==> config.mk <==
export PLATFORM = sky130hd
export DESIGN_NAME = ipfm_cell
export DESIGN_NICKNAME = d
export VERILOG_FILES = /design/src/hdl/ipfm_pkg.sv /design/src/hdl/ipfm_cell.sv
export SDC_FILE = /design/constraint.sdc
export NUM_CORES = 1
export LEC_CHECK = 0
export ABC_CLOCK_PERIOD_IN_PS = 6820
export CORE_ASPECT_RATIO = 2
export CORE_MARGIN = 3
export CORE_UTILIZATION = 40
export CTS_CLUSTER_SIZE = 24
export DETAILED_ROUTE_END_ITERATION = 10
export DONT_BUFFER_PORTS = 1
export GPL_TIMING_DRIVEN = 0
export PLACE_DENSITY = 0.62
export SYNTH_ARGS = -nofsm -noshare
export SYNTH_HDL_FRONTEND = slang
export SYNTH_SLANG_ARGS = --single-unit
export TNS_END_PERCENT = 100
==> constraint.sdc <==
create_clock -name clk -period 6.82 [get_ports clk]
set_clock_uncertainty 0.15 [all_clocks]
set_input_delay 0.682 -clock clk [delete_from_list [all_inputs] [get_ports clk]]
set_output_delay 0.682 -clock clk [all_outputs]
set_load 0.1 [all_outputs]
==> src/hdl/ipfm_pkg.sv <==
// Package for the IPv4 subnet first-match filter.
// Holds command, status and register codes, the beat struct passed along the
// cell chain, and the prefix-to-mask function. Depends on nothing.
`default_nettype none

package ipfm_pkg;

  localparam int unsigned MAX_RULES_DEF = 64;
  localparam int unsigned ADDR_W = 32;
  localparam int unsigned PLEN_W = 6;
  localparam int unsigned IDX_W = 6;

  typedef enum logic [1:0] {
    CMD_CLEAR  = 2'd0,
    CMD_APPEND = 2'd1,
    CMD_TEST   = 2'd2,
    CMD_NONE   = 2'd3
  } cmd_t;

  typedef enum logic [1:0] {
    ST_OK      = 2'd0,
    ST_HOST    = 2'd1,
    ST_FULL    = 2'd2,
    ST_UNUSED  = 2'd3
  } status_t;

  typedef enum logic [1:0] {
    REG_DFLT_PASS    = 2'd0,
    REG_FILTER_VALID = 2'd1,
    REG_KILL_MODE    = 2'd2,
    REG_NONE         = 2'd3
  } reg_idx_t;

  typedef struct packed {
    logic              valid;
    cmd_t              cmd;
    logic [ADDR_W-1:0] ip;
    logic [ADDR_W-1:0] mask;
    logic              tst;
    logic              found;
    logic              drop;
    logic [IDX_W-1:0]  idx;
    status_t           status;
  } beat_t;

  function automatic logic [ADDR_W-1:0] mask_of_prefix(input logic [PLEN_W-1:0] plen);
    logic [PLEN_W-1:0] p;
    logic [PLEN_W-1:0] sh;
    logic [ADDR_W-1:0] m;
    p = (plen > PLEN_W'(ADDR_W)) ? PLEN_W'(ADDR_W) : plen;
    sh = PLEN_W'(ADDR_W) - p;
    m = (p == '0) ? '0 : ({ADDR_W{1'b1}} << sh);
    return m;
  endfunction

endpackage

`default_nettype wire

==> src/hdl/ipfm_cell.sv <==
// One rule cell of the filter chain: holds one rule and registers the beat
// passing through it. Depends on ipfm_pkg.
`default_nettype none

module ipfm_cell #(
  parameter int unsigned CW  = 7,
  parameter int unsigned IDX = 0
) (
  input  wire logic           clk,
  input  wire logic           rst_n,
  input  wire logic           adv,
  input  wire ipfm_pkg::beat_t beat_i,
  input  wire logic [CW-1:0]  cnt_i,
  output ipfm_pkg::beat_t     beat_o,
  output logic [CW-1:0]       cnt_o
);

  localparam logic [CW-1:0] IDX_C = CW'(IDX);
  localparam logic [ipfm_pkg::IDX_W-1:0] IDX6 = ipfm_pkg::IDX_W'(IDX % 64);

  logic [ipfm_pkg::ADDR_W-1:0] net_r, net_nxt;
  logic [ipfm_pkg::ADDR_W-1:0] mask_r, mask_nxt;
  logic                        drop_r, drop_nxt;
  ipfm_pkg::beat_t             beat_r, beat_nxt;
  logic [CW-1:0]               cnt_r;
  logic                        wr;
  logic                        hit;

  assign wr = beat_i.valid && (beat_i.cmd == ipfm_pkg::CMD_APPEND) &&
              (beat_i.status != ipfm_pkg::ST_FULL) && (cnt_i == IDX_C);
  assign hit = beat_i.valid && beat_i.tst && !beat_i.found && (cnt_i > IDX_C) &&
               ((beat_i.ip & mask_r) == net_r);

  always_comb begin
    net_nxt  = net_r;
    mask_nxt = mask_r;
    drop_nxt = drop_r;
    if (wr) begin
      net_nxt  = beat_i.ip;
      mask_nxt = beat_i.mask;
      drop_nxt = beat_i.drop;
    end
    beat_nxt = beat_i;
    if (hit) begin
      beat_nxt.found = 1'b1;
      beat_nxt.idx   = IDX6;
      beat_nxt.drop  = drop_r;
    end
  end

  always_ff @(posedge clk) begin
    if (adv) begin
      net_r  <= net_nxt;
      mask_r <= mask_nxt;
      drop_r <= drop_nxt;
      cnt_r  <= cnt_i;
    end
  end

  always_ff @(posedge clk) begin
    if (!rst_n) begin
      beat_r <= '0;
    end else if (adv) begin
      beat_r <= beat_nxt;
    end
  end

  assign beat_o = beat_r;
  assign cnt_o  = cnt_r;

endmodule

`default_nettype wire

==> results_dict.tcl <==
set metrics [dict create \
    status "finished, final reports clean" \
    ys_seq_elements 150 \
    ys_seq_area_frac 0.655 \
    holdPathStages 0 \
    cts_root_buf "clkbuf_16" \
    pre_cts_ws_ns 3.03 \
    cp_max_fo 13 \
    startpoint_type "input pin" \
    synth-edff-count 72 \
    synth.distinct_cells 31 \
    cts_hold_buffers 0 \
    routed_wl_um 13600 \
    yosysWarnings 0 \
    final_nets 538 \
    grt_max_degree 17 \
    multiInputGateArea_sq_um 1890 \
    grt_pass1_vias 3515 \
    setup_ws_ns 3.54 \
    diodes 0 \
    setup_viol 0 \
    place_area_sq_um 5990 \
    grt_overflow_total 0 \
    max_clock_freq_mhz 305 \
    dp.cells 620 \
    final_layout_size_suffix_gt1_frac 0.0929 \
    hold_class "in -> reg" \
    register_area_sq_um 3720 \
    antenna_found_initial 0 \
    hold_viol_final 0 \
    final_util 0.472 \
    cts-htree-levels 4 \
    rr_worst_depth 6 \
    timing.rr.end "beat_o[4]" \
    clk_latency_ns 0.41 \
    syn-num-nets 513 \
    die_w_um 90.3 \
    max_cap_violations 0 \
    worstPathRequired_ns 6.79 \
    fill_cells 1283 \
    power_density_nw_per_um2 334 \
    synth_cells 425 \
    fp.coreArea_sq_um 13900 \
    drtIter0Drc 100 \
    ff2ff_setup_slack_ns 4.48 \
    io_buffers 0 \
    ys.flop_type "dfxtp_1" \
    crit_type "in -> reg" \
    grt_pass1_wl_um 20500 \
    cts_tree "done" \
    pin_count 173 \
    stdcell_count 652 \
    vias 3227 \
    gp_congestion 0.741 \
    area_delta_synth_final_pct 15.4 \
    vias_per_cell 4.95 \
    totalPowerFinal_mw 2.19 \
    drcViolationCount 0 \
    slew_headroom 0.315 \
    tns_ns 0 \
    cts_resized 0 \
    rows 61 \
    slew_violations 0 \
    r2r_start "mask_r[13]" \
    grt_usage 0.177 \
    postLayoutCellArea_sq_um 6560 \
    routedWlPerCell_um 20.8 \
    syn_avg_cell_area_sq_um 13.4 \
    hp-start "beat_i[37]" \
    worstSetupEndpointType "flip-flop" \
    dieArea_sq_um 15800 \
    layout_min_cycle_time_ns 3.28 \
    firstDrtPassIters 5 \
    cts_buffer_depth 2 \
    tightest_slew_ns 1.03 \
    fin_hold_ws_ns 0.208 \
    path_clk_slew_ns 0.07 \
    cts_setup_buffers 0 \
    postRouteAntennaNets 0 \
    start_util 0.409 \
    cts_inserted_buffers 17 \
    synth-async-reset-ratio 0 \
    cp.arrival_ns 3.24 \
    synthesis.area_sq_um 5680 \
    dp_hpwl_um 10400 \
    ir_drop_uv 176 \
    cts.sinks 150 \
    fin_crit_sh 0.480 \
    hold_path_end "mask_r[26]" \
    rsz0062_at_grt "false" \
    p_leak_nw 2.47 \
    die_h_um 175 \
]
-- routing by layer --
metal	global-route usage	vias up	wire length (um)
li1	-	1539	-
met1	0.171	1542	4510
met2	0.330	128	7730
met3	0.0619	18	1010
met4	0.0857	0	342
met5	0	-	0
-- final cells by class --
| cell class | instances | area share |
|---|---|---|
| clock inverters | 12 | 0.0179 |
| clock buffers | 20 | 0.0681 |
| inverters | 1 | 0.000573 |
| plain buffers | 18 | 0.0107 |
| repair buffers | 6 | 0.0103 |
| multi-input cells | 256 | 0.288 |
| well taps | 189 | 0.0361 |
| flip-flops and latches | 150 | 0.568 |
-- critical path, stage by stage --
cell,delay (ns)
clkbuf_1,0.20
clkbuf_1,0.48
clkbuf_1,0.39
nand4b_1,0.20
nor3_2,0.66
buf_6,0.25
buf_6,0.19
buf_6,0.18
-- worst max-delay path by stage --
stage | startpoint | end | cells past startpoint
finish | adv | mask_r[4] | 8
global route | adv | mask_r[4] | 8
CTS | adv | net_r[4] | 8
detailed placement | adv | net_r[4] | 8
global placement | adv | mask_r[12] | 5
floorplan | adv | drop_r | 5
-- Yosys cell counts (2+ instances only) --
cell type  count  area (sq um)
dfxtp_1       78          1560
nor2b_1       77           482
edfxtp_1      72          2160
mux2i_1       70           701
nand2_1       35           131
xor2_1        24           210
a21oi_1       11          55.1
clkbuf_1      11          41.3
o21a_1         6          45.0
and3_1         5          31.3
buf_1          5          18.8
nand4_1        5          31.3
a31oi_1        2          12.5
buf_2          2          10.0
nand3_1        2          10.0
nor3_1         2          10.0
nor4_4         2          42.5
o21ai_0        2          10.0
o22ai_1        2          12.5
-- state kept, by name (all words and copies together), names as in the netlist --
name / flops
beat_o: 78
mask_r: 32
net_r: 32
cnt_o: 7
drop_r: 1
-- layout by cell type, fill, tap and decap left out, types with 2 or more instances in the layout --
| cell | Yosys | final |
|---|---|---|
| a21oi_1 | 11 | 11 |
| a31oi_1 | 2 | 2 |
| and3_1 | 5 | 5 |
| buf_1 | 5 | 5 |
| buf_2 | 2 | 2 |
| buf_6 | 0 | 6 |
| clkbuf_1 | 11 | 13 |
| clkbuf_16 | 0 | 17 |
| clkinvlp_4 | 0 | 4 |
| dfxtp_1 | 78 | 78 |
| edfxtp_1 | 72 | 72 |
| inv_6 | 0 | 5 |
| mux2i_1 | 70 | 70 |
| nand2_1 | 35 | 35 |
| nand3_1 | 2 | 2 |
| nand4_1 | 5 | 5 |
| nor2b_1 | 77 | 77 |
| nor4_4 | 2 | 2 |
| o21a_1 | 6 | 6 |
| o21ai_0 | 2 | 2 |
| o22ai_1 | 2 | 2 |
| xor2_1 | 24 | 24 |
-- power by group --
part,internal [mW],switching (mW),total [mW]
registers,0.974,0.241,1.21
clock network,0.517,0.374,0.892
logic,0.0407,0.0439,0.0846
total,1.53,0.659,2.19
-- logic make-up after synthesis --
group | Yosys count | share of synthesized area
compound gates | 30 | 0.0348
xor+xnor | 24 | 0.0370
buf+inv | 19 | 0.0130
flops | 150 | 0.655
mux | 70 | 0.123
simple gates | 132 | 0.137
Note: power is estimated with default switching activity, not from simulation.
